<file path="config.mk">
export PLATFORM = sky130hd
export DESIGN_NAME = sih32_stage
export DESIGN_NICKNAME = d
export VERILOG_FILES = /design/src/sih32_pkg.sv /design/src/sih32_stage.sv
export SDC_FILE = /design/constraint.sdc
export NUM_CORES = 2
export LEC_CHECK = 0
export BUFFER_PORTS_ARGS = -buffer_cell sky130_fd_sc_hd__buf_2
export CAP_MARGIN = 5
export CORE_ASPECT_RATIO = 1.75
export CORE_UTILIZATION = 55
export CTS_CLUSTER_SIZE = 20
export DETAILED_ROUTE_END_ITERATION = 8
export PLACE_DENSITY_LB_ADDON = 0.12
export SYNTH_ARGS = -nofsm -noshare
export SYNTH_HDL_FRONTEND = slang
export SYNTH_SLANG_ARGS = --single-unit
</file>
<file path="constraint.sdc">
create_clock -name clk -period 12.3 [get_ports clk]
set_input_delay 1.23 -clock clk [delete_from_list [all_inputs] [get_ports clk]]
set_output_delay 1.23 -clock clk [all_outputs]
set_load 0.05 [all_outputs]
</file>
<file path="src/sih32_pkg.sv">
// Package: selector codes, stage plans and basic hash stage functions.
`default_nettype none
package sih32_pkg;

  localparam int unsigned KeyW   = 32;
  localparam int unsigned SelW   = 10;
  localparam int unsigned NStage = 4;

  // Basic function ids (4 bits); zero means the stage passes its key through.
  typedef logic [3:0] fn_id_t;
  localparam fn_id_t FN_PASS  = 4'd0;
  localparam fn_id_t FN_IDENT = 4'd1;
  localparam fn_id_t FN_SHIFT6 = 4'd2;
  localparam fn_id_t FN_MULT  = 4'd3;
  localparam fn_id_t FN_CONST6 = 4'd5;
  localparam fn_id_t FN_NEG   = 4'd6;
  localparam fn_id_t FN_X61A  = 4'd7;
  localparam fn_id_t FN_SEVEN = 4'd8;
  localparam fn_id_t FN_X61B  = 4'd9;
  localparam fn_id_t FN_SUBX  = 4'd10;
  localparam fn_id_t FN_HALF  = 4'd11;
  localparam fn_id_t FN_CONST5 = 4'd12;
  localparam fn_id_t FN_DB4   = 4'd13;
  localparam fn_id_t FN_DB3   = 4'd14;

  localparam logic [SelW-1:0] SEL_BASIC_LO = 10'd1;
  localparam logic [SelW-1:0] SEL_BASIC_HI = 10'd14;
  localparam logic [SelW-1:0] SEL_TRI_LO  = 10'd101;
  localparam logic [SelW-1:0] SEL_TRI_HI  = 10'd112;
  localparam logic [SelW-1:0] SEL_QUAD_LO = 10'd1001;
  localparam logic [SelW-1:0] SEL_QUAD_HI = 10'd1012;
  localparam logic [SelW-1:0] SEL_RESET   = 10'd1;
  localparam logic [SelW-1:0] SEL_RSVD    = 10'd4;

  localparam logic [0:0] REG_HASH_SELECT = 1'b0;

  typedef struct packed {
    fn_id_t [NStage-1:0] fn;   // fn[0] applied first
    logic                bad;
  } plan_t;

  typedef logic [KeyW-1:0] word_t;

  // Decode the selector into four stage ids (patterns list fn[2] or fn[3] first).
  function automatic plan_t decode_sel(input logic [SelW-1:0] sel);
    plan_t p;
    logic [3:0] ix;
    p.bad = 1'b0;
    p.fn  = '{FN_PASS, FN_PASS, FN_PASS, FN_PASS};
    ix    = 4'd0;
    if (sel >= SEL_BASIC_LO && sel <= SEL_BASIC_HI && sel != SEL_RSVD) begin
      p.fn[0] = fn_id_t'(sel[3:0]);
    end else if (sel >= SEL_TRI_LO && sel <= SEL_TRI_HI) begin
      ix = 4'(sel - SEL_TRI_LO);
      case (ix)
        4'd0:  p.fn[2:0] = '{FN_MULT, FN_SEVEN, FN_CONST6};
        4'd1:  p.fn[2:0] = '{FN_CONST6, FN_CONST5, FN_X61B};
        4'd2:  p.fn[2:0] = '{FN_SHIFT6, FN_X61A, FN_DB3};
        4'd3:  p.fn[2:0] = '{FN_HALF, FN_NEG, FN_CONST5};
        4'd4:  p.fn[2:0] = '{FN_SEVEN, FN_NEG, FN_MULT};
        4'd5:  p.fn[2:0] = '{FN_X61B, FN_SHIFT6, FN_HALF};
        4'd6:  p.fn[2:0] = '{FN_DB4, FN_CONST6, FN_SUBX};
        4'd7:  p.fn[2:0] = '{FN_DB3, FN_HALF, FN_SEVEN};
        4'd8:  p.fn[2:0] = '{FN_NEG, FN_DB3, FN_SHIFT6};
        4'd9:  p.fn[2:0] = '{FN_X61A, FN_DB4, FN_X61A};
        4'd10: p.fn[2:0] = '{FN_SUBX, FN_X61B, FN_DB4};
        4'd11: p.fn[2:0] = '{FN_CONST5, FN_CONST6, FN_NEG};
        default: p.bad = 1'b1;
      endcase
    end else if (sel >= SEL_QUAD_LO && sel <= SEL_QUAD_HI) begin
      ix = 4'(sel - SEL_QUAD_LO);
      case (ix)
        4'd0:  p.fn = '{FN_HALF, FN_CONST5, FN_DB3, FN_DB4};
        4'd1:  p.fn = '{FN_X61A, FN_SHIFT6, FN_CONST5, FN_HALF};
        4'd2:  p.fn = '{FN_SEVEN, FN_SUBX, FN_CONST6, FN_NEG};
        4'd3:  p.fn = '{FN_MULT, FN_MULT, FN_X61A, FN_X61B};
        4'd4:  p.fn = '{FN_CONST6, FN_DB4, FN_SEVEN, FN_X61A};
        4'd5:  p.fn = '{FN_SHIFT6, FN_NEG, FN_DB4, FN_DB3};
        4'd6:  p.fn = '{FN_NEG, FN_SEVEN, FN_X61B, FN_SEVEN};
        4'd7:  p.fn = '{FN_SUBX, FN_X61B, FN_X61A, FN_HALF};
        4'd8:  p.fn = '{FN_X61A, FN_HALF, FN_CONST6, FN_MULT};
        4'd9:  p.fn = '{FN_DB3, FN_CONST6, FN_MULT, FN_SHIFT6};
        4'd10: p.fn = '{FN_X61B, FN_X61A, FN_NEG, FN_CONST6};
        4'd11: p.fn = '{FN_DB4, FN_DB3, FN_SHIFT6, FN_SUBX};
        default: p.bad = 1'b1;
      endcase
    end else begin
      p.bad = 1'b1;
    end
    return p;
  endfunction

  // Part A of a basic function: everything before its multiply (or all of it).
  function automatic word_t pre_mul(input fn_id_t fn, input word_t k_in);
    word_t k;
    k = k_in;
    case (fn)
      FN_SHIFT6: begin
        k = k + (k << 12); k = k ^ (k >> 22); k = k + (k << 4); k = k ^ (k >> 9);
        k = k + (k << 10); k = k ^ (k >> 2);  k = k + (k << 7); k = k ^ (k >> 12);
      end
      FN_MULT: k = k >> 3;
      FN_CONST6: begin
        k = (k + 32'h7ed55d16) + (k << 12);
        k = (k ^ 32'hc761c23c) ^ (k >> 19);
        k = (k + 32'h165667b1) + (k << 5);
        k = (k + 32'hd3a2646c) ^ (k << 9);
        k = (k + 32'hfd7046c5) + (k << 3);
        k = (k ^ 32'hb55a4f09) ^ (k >> 16);
      end
      FN_NEG: begin
        k = ~k + (k << 15); k = k ^ (k >> 12); k = k + (k << 2); k = k ^ (k >> 4);
      end
      FN_X61A, FN_X61B: begin
        k = (k ^ 32'd61) ^ (k >> 16); k = k + (k << 3); k = k ^ (k >> 4);
      end
      FN_SEVEN: begin
        k = ~k + (k << 21); k = k ^ (k >> 24);
        k = (k + (k << 3)) + (k << 8); k = k ^ (k >> 14);
        k = (k + (k << 2)) + (k << 4); k = k ^ (k >> 28);
        k = k + (k << 31);
      end
      FN_SUBX: begin
        k = k - (k << 6); k = k ^ (k >> 17); k = k - (k << 9); k = k ^ (k << 4);
        k = k - (k << 3); k = k ^ (k << 10); k = k ^ (k >> 15);
      end
      FN_HALF: begin
        k = k + ~(k << 15); k = k ^ (k >> 10); k = k + (k << 3); k = k ^ (k >> 6);
        k = k + ~(k << 11); k = k ^ (k >> 16);
      end
      FN_CONST5: begin
        k = (k + 32'h479ab41d) + (k << 8);
        k = (k ^ 32'he4aa10ce) ^ (k >> 5);
        k = (k + 32'h9942f0a6) - (k << 14);
        k = (k ^ 32'h5aedd67d) ^ (k >> 3);
        k = (k + 32'h17bea992) + (k << 7);
      end
      FN_DB4: begin
        k = (k ^ 32'hdeadbeef) + (k << 4); k = k ^ (k >> 10);
        k = k + (k << 7); k = k ^ (k >> 13);
      end
      FN_DB3: begin
        k = k ^ (k >> 4); k = (k ^ 32'hdeadbeef) + (k << 5); k = k ^ (k >> 11);
      end
      default: k = k_in;
    endcase
    return k;
  endfunction

  // Multiplier constant of a function; one means no multiply.
  function automatic word_t mul_const(input fn_id_t fn);
    word_t c;
    case (fn)
      FN_MULT:          c = 32'd2654435761;
      FN_NEG:           c = 32'd2057;
      FN_X61A, FN_X61B: c = 32'h27d4eb2d;
      default:          c = 32'd1;
    endcase
    return c;
  endfunction

  // Tail after the multiply.
  function automatic word_t post_mul(input fn_id_t fn, input word_t k);
    word_t r;
    case (fn)
      FN_NEG:           r = k ^ (k >> 16);
      FN_X61A, FN_X61B: r = k ^ (k >> 15);
      default:          r = k;
    endcase
    return r;
  endfunction

endpackage
`default_nettype wire

</file>
<file path="src/sih32_stage.sv">
// One hash stage: mix logic, register, multiply and tail, register.
`default_nettype none
module sih32_stage (
  input  wire logic                clk,
  input  wire logic                rst_n,
  input  wire logic                vld_i,
  input  wire sih32_pkg::plan_t    plan_i,
  input  wire sih32_pkg::word_t    k_i,
  input  wire logic [1:0]          idx_i,
  output logic                     vld_o,
  output sih32_pkg::plan_t         plan_o,
  output sih32_pkg::word_t         k_o
);
  import sih32_pkg::*;

  logic   vld_a_r;
  plan_t  plan_a_r;
  word_t  k_a_r;
  word_t  c_a_r;
  logic   vld_b_r;
  plan_t  plan_b_r;
  word_t  k_b_r;
  fn_id_t fn_a;

  assign fn_a = plan_i.fn[idx_i];

  always_ff @(posedge clk) begin
    if (!rst_n) begin
      vld_a_r <= 1'b0;
      vld_b_r <= 1'b0;
    end else begin
      vld_a_r <= vld_i;
      vld_b_r <= vld_a_r;
    end
    plan_a_r <= plan_i;
    k_a_r    <= pre_mul(fn_a, k_i);
    c_a_r    <= mul_const(fn_a);
    plan_b_r <= plan_a_r;
    k_b_r    <= post_mul(plan_a_r.fn[idx_i], word_t'(k_a_r * c_a_r));
  end

  assign vld_o  = vld_b_r;
  assign plan_o = plan_b_r;
  assign k_o    = k_b_r;

endmodule
`default_nettype wire

</file>
==> results list <==
- Global-route wire length before repair: 361,000 µm
- Headroom to the max-slew limit: 2.33%
* Layout cells sized above 1: 10.1%
- After synthesis, the mean cell area works out to 8.09 µm².
- Final max-slew violation count: 0
- The synthesized netlist devotes 19.7% of its cell area to XOR and XNOR gates.
* Fin cells: 8,646
* Later-pin clock latency in the skew report: 0.44 ns
* Area fraction in and, or, nand and nor cells after synthesis: 11.9%
- CP Class: input pin to register
- Top fanout value on the critical path: 3
- The most used flip-flop cell after synthesis is sky130_fd_sc_hd__dfxtp_1.
* Net total in the final layout: 8,705
* Register clock-pin slew on the reported worst setup and hold paths: 0.09 ns
- #FFs+latches synth: 105
- Die footprint: 0.102 mm²
- Maximum Capacitance Violations: 0
- In this run the vertical extent of the chip is 421 µm.
- Yosys attributes the largest share of cell area to sky130_fd_sc_hd__ha_1 (22%), sky130_fd_sc_hd__fa_1 (14%), sky130_fd_sc_hd__xnor2_1 (13%).
- TritonCTS clock tree: done
- Max Clock Skew: 0.0294 ns
- The tightest min-delay check is of the register to register type.
* Fin crit period: 11.86 ns
- Entering global routing, the biggest net connects 34 pins.
- The via count of the first global-routing pass is 55,700.
- Area Overhead vs Synth: 10.8%
- After detailed routing, the average wire length per cell comes to 29.0 µm.
* Largest family of logic cells by synthesized area: adder cells
- Placer's final routability congestion estimate: 1.13
- Most frequent cell on the critical path: sky130_fd_sc_hd__a21oi_2
- Count of antenna-violating nets left after detailed routing: 0
- CP Launch Type: input pin
- The number of nets handed over by synthesis was 8,234.
- In this run the deepest clock path goes through 2 buffers.
- Sequential cells were found to cover 3.80% of the synthesized design area.
* Arithmetic-cell share of the synthesized area counting full adders, half adders and majority gates: 35.9%
- Row Count: 153
* Post-detailed-placement half-perimeter wirelength: 210,000 µm
- The total area inside the core boundary comes to 0.0995 mm².
- The worst setup path is captured at a register.
- Counting the buffers created by CTS gives 9.
* GRT Residual Overflow: 0
- The run finished with clean final reports.
* Slowest-stage cell, CP: sky130_fd_sc_hd__a221o_1
- After detailed routing, the number of vias per cell comes to 6.38.
* Htree depth: 3
- At the worst endpoint, the arrival time is 12.13 ns.
- All-Layer GR Usage: 48.6%
- The count of endpoints failing hold in the final timing report was 0.
* Total placed cells including tap cells: 8,593
* Largest area contributor in the synthesized netlist: sky130_fd_sc_hd__ha_1
- The initial utilization of the core area, before any placement, comes to 55.5%.
- For this run, asynchronously set or reset flops after synthesis account for 0%.
- Post-synthesis compound-gate area fraction: 20.3%
* Number of detailed-route iterations in the first pass: 8
- After technology mapping, the gate count stands at 6,833.
* I/O pins: 104
* Multiplexer area fraction after synthesis: 0.622%
* Warnings, synthesis: 0
- Number of failing setup endpoints in the final timing report: 0
* Worst EP required: 12.57 ns
- Slew at the pin closest to its max-slew limit: 1.47 ns
* Final worst-path cycle share: 96.4%
- After synthesis, the largest area contributor takes up 21.5% of total cell area.
- Initial antenna violation count: 22
- Horiz. Die Dim: 242 µm
- Summed over all layers, the routed wires come to 251,000 µm.
* Root buffer cell: sky130_fd_sc_hd__clkbuf_16
- Count of flip-flops with a built-in enable after synthesis: 0
- Number of design-rule violations left by the first detailed-router iteration: 4,800
* CTS Sinks: 105
- Total DRC errors in the routed layout: 0
- Counting the fill cells in the layout gives 9,193.
* Synth cell types: 111
- The synthesized netlist occupies a cell area of 0.0553 mm².
* Post-layout util: 61.5%
* Max Clk Rate: 84.3 MHz
- Port buffering added 103 buffers.
- The largest single stage delay on the critical path is 0.44 ns.
- For this block, the via count after detailed routing is 55,100.
routing by layer:
layer / vias to the layer above / GRT usage, % / routed length (µm)
li1: 24300 / - / -
met2: 3116 / 80.0 / 116000
met1: 26100 / 45.7 / 77700
met5: - / 0 / 100
met4: 16 / 56.3 / 36100
met3: 1540 / 13.4 / 21400
sequential cells by signal, summed over array words and instances (netlist names):
signal,cells
plan_o,17
plan_a_r,17
c_a_r,5
vld_a_r,1
vld_o,1
k_o,32
k_a_r,32
cell usage after synthesis, types with 12 or more instances:
master and count:
sky130_fd_sc_hd__inv_1 1022, sky130_fd_sc_hd__ha_1 952, sky130_fd_sc_hd__xnor2_1 811, sky130_fd_sc_hd__a21oi_1 490, sky130_fd_sc_hd__fa_1 395, sky130_fd_sc_hd__xor2_1 382, sky130_fd_sc_hd__nor2_1 310, sky130_fd_sc_hd__nand2_1 306
sky130_fd_sc_hd__o21ai_0 284, sky130_fd_sc_hd__a21o_1 199, sky130_fd_sc_hd__and2_1 155, sky130_fd_sc_hd__dfxtp_1 105, sky130_fd_sc_hd__nor3_1 101, sky130_fd_sc_hd__nand3_1 98, sky130_fd_sc_hd__clkbuf_1 93, sky130_fd_sc_hd__o21bai_1 92
sky130_fd_sc_hd__nand2b_1 77, sky130_fd_sc_hd__nor2b_1 67, sky130_fd_sc_hd__a221oi_1 63, sky130_fd_sc_hd__a31oi_1 58, sky130_fd_sc_hd__and3_1 58, sky130_fd_sc_hd__o21a_1 58, sky130_fd_sc_hd__a211oi_1 44, sky130_fd_sc_hd__a21boi_0 42
sky130_fd_sc_hd__or3_1 38, sky130_fd_sc_hd__o211ai_1 34, sky130_fd_sc_hd__o221ai_1 34, sky130_fd_sc_hd__o22ai_1 27, sky130_fd_sc_hd__a22oi_1 25, sky130_fd_sc_hd__or2_2 25, sky130_fd_sc_hd__a211o_1 22, sky130_fd_sc_hd__o31ai_1 22
sky130_fd_sc_hd__nand4_1 18, sky130_fd_sc_hd__a311oi_1 13, sky130_fd_sc_hd__mux2i_1 13, sky130_fd_sc_hd__o2111ai_1 13, sky130_fd_sc_hd__xnor3_1 13, sky130_fd_sc_hd__a221o_1 12, sky130_fd_sc_hd__a31o_2 12, sky130_fd_sc_hd__o31a_1 12
logic make-up (layout without fill, tap and decap cells):
kind of cell / count (synthesis) / count (layout)
AO/OA/AOI/OAI: 1688 / 1688
multiplexers: 24 / 24
buffers and inverters: 1136 / 1612
adder cells (fa/ha/maj): 1347 / 1347
other: 0 / 20
flip-flops: 105 / 105
XOR/XNOR: 1214 / 1214
AND/OR/NAND/NOR: 1319 / 1319
layout make-up:
| type | count | area [µm²] | share of cell area, % |
|---|---|---|---|
| Sequential cell | 105 | 2100 | 3.43 |
| Tap cell | 1317 | 1650 | 2.69 |
| Multi-Input combinational cell | 5592 | 49300 | 80.4 |
| Timing Repair Buffer | 566 | 4010 | 6.54 |
| Antenna cell | 20 | 50.0 | 0.0817 |
| Inverter | 1030 | 3870 | 6.32 |
| Clock buffer | 9 | 225 | 0.368 |
| Clock inverter | 7 | 93.8 | 0.153 |
worst max-delay path, delay by kind of cell:
kind,cells,cell delay [ns]
xor gates and xnor gates,6,1.33
adders and majority gates,5,1.44
AOI/OAI and AO/OA,36,6.05
buffers and inverters,6,0.84
and+or+nand+nor,5,1.24
cell usage in the layout, fill, tap and decap left out, drive strengths merged, types with 14 or more instances in the layout:
| master | count |
|---|---|
| a31oi | 59 |
| o21bai | 92 |
| xor2 | 384 |
| and3 | 58 |
| diode | 20 |
| o21ai | 295 |
| ha | 952 |
| a21o | 199 |
| o211ai | 34 |
| fa | 395 |
| a22oi | 25 |
| a21oi | 492 |
| nor2 | 310 |
| a221oi | 63 |
| o311ai | 14 |
| or2 | 29 |
| inv | 1030 |
| nand3 | 98 |
| a21boi | 43 |
| and2 | 155 |
| nand2 | 307 |
| nand4 | 18 |
| nor2b | 67 |
| a211oi | 47 |
| o21a | 58 |
| o22ai | 27 |
| o221ai | 34 |
| xnor2 | 812 |
| or3 | 38 |
| nand2b | 77 |
| o31ai | 25 |
| buf | 565 |
| a211o | 22 |
| nor3 | 104 |
| dfxtp | 105 |
final timing paths:
path | startpoint | to | slack [ns] | cells past startpoint
worst max-delay path | k_i[1] | k_a_r[31] | 0.44 | 58
worst max register to register | c_a_r[29] | k_o[14] | 2.70 | 29
worst min register to register | plan_a_r[0] | plan_o[0] | 0.33 | 0
worst min-delay path | plan_a_r[0] | plan_o[0] | 0.33 | 0
per-stage QoR:
stage	setup slack [ns]	hold WS (ns)	TNS [ns]	area [µm²]
2_1_floorplan	0.303	0.310	0	55300
3_3_place_gp	-0.444	0.311	-3.05	60400
3_5_place_dp	-0.673	0.314	-7.42	60400
4_1_cts	0.0163	0.334	0	60700
5_1_grt	-0.157	0.349	-0.418	61200
6_report	0.442	0.334	0	61200
repair_timing:
action / 4_1_cts / 5_1_grt
hold buffers: 0 / 0
gates resized for setup: 11 / 78
setup buffers: 1 / 15
endpoints found under the setup margin: 12 / 29
pin swaps: 6 / 54
Power is left out: the tool's default activity adds up to more than one toggle a clock period on the data nets, which glitch-free logic cannot reach.
